`src/hw/rtl/npcy_pkg.sv`:
```
package npcy_pkg;

   localparam int PAL_SIZE = 18;
   localparam int IDX_W    = 5;
   localparam int YW       = 24;   // luma, unsigned
   localparam int UW       = 24;   // chroma u, signed
   localparam int VW       = 25;   // chroma v, signed
   localparam int UPW      = 40;   // u product, signed
   localparam int VPW      = 41;   // v product, signed
   localparam int DW       = 51;   // squared distance

   localparam int KY_R = 19595;
   localparam int KY_G = 38470;
   localparam int KY_B = 7471;
   localparam logic signed [16:0] KU_S = 17'sd32309;
   localparam logic signed [16:0] KV_S = 17'sd57475;

   typedef struct packed {
      logic s2;
      logic s3;
      logic s4;
   } lane_en_type;

   // palette as {r, g, b}
   function automatic logic [23:0] pal_rgb(input int idx);
      logic [23:0] c;
      case (idx)
         0:       c = {8'd0,   8'd0,   8'd0};
         1:       c = {8'd255, 8'd255, 8'd255};
         2:       c = {8'd126, 8'd53,  8'd43};
         3:       c = {8'd110, 8'd183, 8'd193};
         4:       c = {8'd127, 8'd59,  8'd166};
         5:       c = {8'd92,  8'd160, 8'd53};
         6:       c = {8'd51,  8'd39,  8'd153};
         7:       c = {8'd203, 8'd215, 8'd101};
         8:       c = {8'd133, 8'd83,  8'd28};
         9:       c = {8'd80,  8'd60,  8'd0};
         10:      c = {8'd180, 8'd107, 8'd97};
         11:      c = {8'd74,  8'd74,  8'd74};
         12:      c = {8'd117, 8'd117, 8'd117};
         13:      c = {8'd163, 8'd231, 8'd124};
         14:      c = {8'd112, 8'd100, 8'd214};
         15:      c = {8'd163, 8'd163, 8'd163};
         16:      c = {8'd255, 8'd0,   8'd0};
         17:      c = {8'd0,   8'd255, 8'd0};
         default: c = 24'd0;
      endcase
      return c;
   endfunction

   function automatic longint pal_y(input int idx);
      logic [23:0] c;
      c = pal_rgb(idx);
      return longint'(KY_R) * longint'(c[23:16]) + longint'(KY_G) * longint'(c[15:8])
           + longint'(KY_B) * longint'(c[7:0]);
   endfunction

   function automatic longint pal_u(input int idx);
      logic [23:0] c;
      longint      bu;
      c  = pal_rgb(idx);
      bu = longint'(c[7:0]) * 65536 - pal_y(idx);
      return (bu * longint'(KU_S)) >>> 16;
   endfunction

   function automatic longint pal_v(input int idx);
      logic [23:0] c;
      longint      rv;
      c  = pal_rgb(idx);
      rv = longint'(c[23:16]) * 65536 - pal_y(idx);
      return (rv * longint'(KV_S)) >>> 16;
   endfunction

endpackage

```
`src/hw/rtl/npcy_lane.sv`:
```
// One palette entry: distance from the pixel, three register stages.
module npcy_lane
   import npcy_pkg::*;
#(
   parameter int COLOR_IDX = 0
) (
   input  logic                  clock,
   input  lane_en_type           en,
   input  logic [YW-1:0]         yq,
   input  logic signed [UW-1:0]  uq,
   input  logic signed [VW-1:0]  vq,
   output logic [DW-1:0]         dist_sq
);

   localparam logic        [YW-1:0] PY = YW'(pal_y(COLOR_IDX));
   localparam logic signed [25:0]   PU = 26'(pal_u(COLOR_IDX));
   localparam logic signed [25:0]   PV = 26'(pal_v(COLOR_IDX));

   logic signed [25:0] dy, du, dv;
   logic [YW-1:0]      ady_in, ady_ff;
   logic [24:0]        adu_in, adu_ff, adv_in, adv_ff;
   logic [47:0]        sy_in, sy_ff;
   logic [49:0]        su_in, su_ff, sv_in, sv_ff;
   logic [DW-1:0]      dist_in, dist_ff;

   assign dy = $signed({2'b00, yq}) - $signed({2'b00, PY});
   assign du = 26'(uq) - PU;
   assign dv = 26'(vq) - PV;

   assign ady_in = dy[25] ? YW'(-dy) : YW'(dy);
   assign adu_in = du[25] ? 25'(-du) : 25'(du);
   assign adv_in = dv[25] ? 25'(-dv) : 25'(dv);

   assign sy_in = 48'(ady_ff) * 48'(ady_ff);
   assign su_in = 50'(adu_ff) * 50'(adu_ff);
   assign sv_in = 50'(adv_ff) * 50'(adv_ff);

   assign dist_in = DW'(sy_ff) + DW'(su_ff) + DW'(sv_ff);

   always_ff @(posedge clock) begin
      if (en.s2) begin
         ady_ff <= ady_in;
         adu_ff <= adu_in;
         adv_ff <= adv_in;
      end
      if (en.s3) begin
         sy_ff <= sy_in;
         su_ff <= su_in;
         sv_ff <= sv_in;
      end
      if (en.s4) begin
         dist_ff <= dist_in;
      end
   end

   assign dist_sq = dist_ff;

endmodule

```
`config.mk`:
```
export PLATFORM = sky130hd
export DESIGN_NAME = npcy_lane
export DESIGN_NICKNAME = d
export VERILOG_FILES = /design/src/hw/rtl/npcy_pkg.sv /design/src/hw/rtl/npcy_lane.sv
export SDC_FILE = /design/constraint.sdc
export NUM_CORES = 2
export LEC_CHECK = 0
export BUFFER_PORTS_ARGS = -buffer_cell sky130_fd_sc_hd__buf_2
export CAP_MARGIN = 10
export CELL_PAD_IN_SITES_DETAIL_PLACEMENT = 1
export CELL_PAD_IN_SITES_GLOBAL_PLACEMENT = 2
export CORE_ASPECT_RATIO = 1.75
export CORE_MARGIN = 2
export CORE_UTILIZATION = 39
export CTS_CLUSTER_DIAMETER = 150
export DETAILED_ROUTE_END_ITERATION = 12
export GPL_ROUTABILITY_DRIVEN = 0
export GPL_TIMING_DRIVEN = 1
export PLACE_DENSITY_LB_ADDON = 0.1
export SLEW_MARGIN = 30
export SYNTH_ARGS = -nofsm -noshare
export SYNTH_HDL_FRONTEND = slang
export SYNTH_SLANG_ARGS = --single-unit
```
`constraint.sdc`:
```
create_clock -name clock -period 7.49 [get_ports clock]
set_clock_uncertainty 0.15 [all_clocks]
set_input_delay 1.1235 -clock clock [delete_from_list [all_inputs] [get_ports clock]]
set_output_delay 1.1235 -clock clock [all_outputs]
set_load 0.005 [all_outputs]
```
==> results.toml <==
[status]
status = "complete, no violations"

[cts]
path_clk_slew_ps = 70
holdBufCountCts = 0
insertion_delay_ps = 620
clk_path_buf_depth = 3
cts_tree = "yes"
numClockSinks = 270
root_buffer = "clkbuf_16"
cts_buffers = 35
htree_levels = 2

[finish]
mostFrequentLayoutCells = "inv_1, fa_1, nand2_1"
drive_gt1_share_pct = 11.5
area_growth_syn_to_layout_pct = 13.3
final_cell_area_um2 = 73200
nets = 9143
final_common_cell = "inv_1"

[sta]
final.setup.tns_ps = 0
post-route-min-period_ps = 7330
period_share_pct = 97.9
rsz0062_at_grt = "true"
finalSetupViolations = 0
fmax_mhz = 136
finalMaxSlewViolations = 0
max-slew-margin-rel_pct = 40.6
finalHoldViolCount = 0
hold_ws_ps = 523
tightest_slew_ps = 891

[setup_path]
critPathLaunch = "adv_ff[3]"
critical_path_arrival_ps = 7530
end_kind = "flip-flop"
critPathKind = "flip-flop to flip-flop"
reg2reg_from = "adv_ff[3]"
crit_path_start_kind = "flip-flop"
rr_endpoint = "sv_ff[47]"
reg2reg_slack_ps = 160
required_ps = 7700
worstPathMaxFanout = 10
reg2reg_depth = 26

[detailed_routing]
drt_wl_total_um = 194000
vias_per_cell = 4.88
num_vias = 45327
drtAntennaViolNets = 0
wire_per_inst_um = 20.9
firstDrtPassIters = 5
first_iter_violations = 1412
post-route-drc-count = 0

[synthesis]
post-synth-top-area-cell = "fa_1"
yosys-top-cells-area = "fa_1, edfxtp_1, ha_1"
ys_types = 76
avgSynthCellArea_um2 = 9.72
synth_area_um2 = 64600
synth_edf_count = 270
synth_top_area_share_pct = 43.4
synth-main-ff-cell = "edfxtp_1"
ys_seq_area_share_pct = 12.5
synth_seq_cells = 270
ys_async_sr_fraction_pct = 0
syn_inst = 6650
yosys_warnings = 0

[min_path]
hold_end = "ady_ff[21]"
hold_depth = 1
hold_start = "yq[21]"
worstHoldPathType = "input pin to flip-flop"

[floorplan]
coreArea_um2 = 165000
die_h_um = 542
start_util_pct = 39.2
io_pins = 128
dieArea_um2 = 169000
std_cell_rows = 197
die_w_um = 312

[job]
cap_viol_max_count = 0

[placed_design]
dp_hpwl_um = 172000
place_area_um2 = 70600
port-buffer-count = 127

[global_route]
antenna_found_initial = 4
grt_pass1_vias = 53647
grt_start_max_net_pins = 68
overflow = 0
grt_usage_pct = 23.5
grt_pass1_wl_um = 303000
[critical path, stage by stage, from the launching register on]
cell and delay, ps:
edfxtp_1 460, buf_4 170, buf_4 190, and2_4 170
fa_1 490, fa_1 540, inv_1 50, fa_1 530
inv_1 60, fa_2 370, fa_1 470, fa_1 540
inv_1 50, fa_1 470, inv_1 40, ha_2 350
a21o_1 170, a31oi_4 90, o21ai_1 170, and3_1 210
a311o_1 270, a21oi_4 110, a31oi_4 220, buf_6 130
nand2_2 50, a311o_1 380, xnor2_2 150
[area by class of cell]
cell class,instances,area (um2)
timing repair buffer,572,4540
sequential,270,8110
fill,18738,91400
inverter,1950,7320
antenna,4,10.0
clock buffer,38,908
multi-input combinational,4233,49300
clock inverter,26,317
tap,2189,2740
[worst max path at each step]
stage / cells after the start / to
CTS: 27 / sy_ff[40]
global placement: 27 / sy_ff[45]
detailed placement: 27 / sy_ff[45]
global route: 27 / sv_ff[44]
finish: 26 / sv_ff[47]
floorplan: 26 / sy_ff[40]
[layer usage]
layer  GRT usage, %  share of wire, %  vias up
met3           1.37               1.5      302
met5              0                 0        -
met2           48.8                59      517
met4           8.67               4.4        0
met1           24.2                35    23841
li1               -                 -    20667
[cells in the mapped netlist, types with 16 or more instances]
| master | count |
|---|---|
| o31ai_1 | 16 |
| and3_1 | 32 |
| a21o_1 | 122 |
| xor2_1 | 78 |
| nand2_1 | 598 |
| o21bai_1 | 29 |
| a21oi_1 | 200 |
| fa_1 | 1401 |
| o21a_1 | 16 |
| inv_1 | 1950 |
| o21ai_1 | 29 |
| xnor2_1 | 180 |
| nor2b_1 | 37 |
| a31oi_1 | 29 |
| nand2b_1 | 25 |
| nor2_1 | 138 |
| ha_1 | 603 |
| nand3_1 | 46 |
| clkbuf_1 | 200 |
| o21ai_0 | 81 |
| nand4_1 | 34 |
| a211oi_1 | 21 |
| edfxtp_1 | 270 |
| and2_1 | 356 |
[what timing repair did]
action,in CTS,in global routing
cloned,0,1
pin swaps,9,101
setup buffers,13,34
endpoints found under the setup margin,31,44
resized for setup,35,186
[stage by stage]
stage / cells / utilization (%) / setup WS [ps]
floorplan: 6653 / - / 127
global placement: 9165 / 42.9 / -393
detailed placement: 9165 / 42.9 / -426
CTS: 9242 / 43.8 / 1.20
global route: 9279 / 44.5 / -65.4
finish: 9282 / 44.5 / 161
[kinds of logic after synthesis]
group / count (synthesis) / share of synthesized area [%]
and+or+nand+nor: 1328 / 9.97
AOI/OAI and AO/OA: 632 / 6.30
other: 1 / 0.00580
buffers and inverters: 2150 / 12.5
DFF: 270 / 12.5
adders and majority gates: 2004 / 55.1
xor gates and xnor gates: 258 / 3.50
muxes: 7 / 0.114
[flip-flops by register name, indices dropped and copies added, names as in the netlist]
name / cells
sy_ff: 47
sv_ff: 49
su_ff: 49
adv_ff: 25
adu_ff: 25
ady_ff: 24
dist_sq: 51
Power is not shown: default switching activity piles up to over one toggle a cycle in this logic, so the estimate is an artifact.
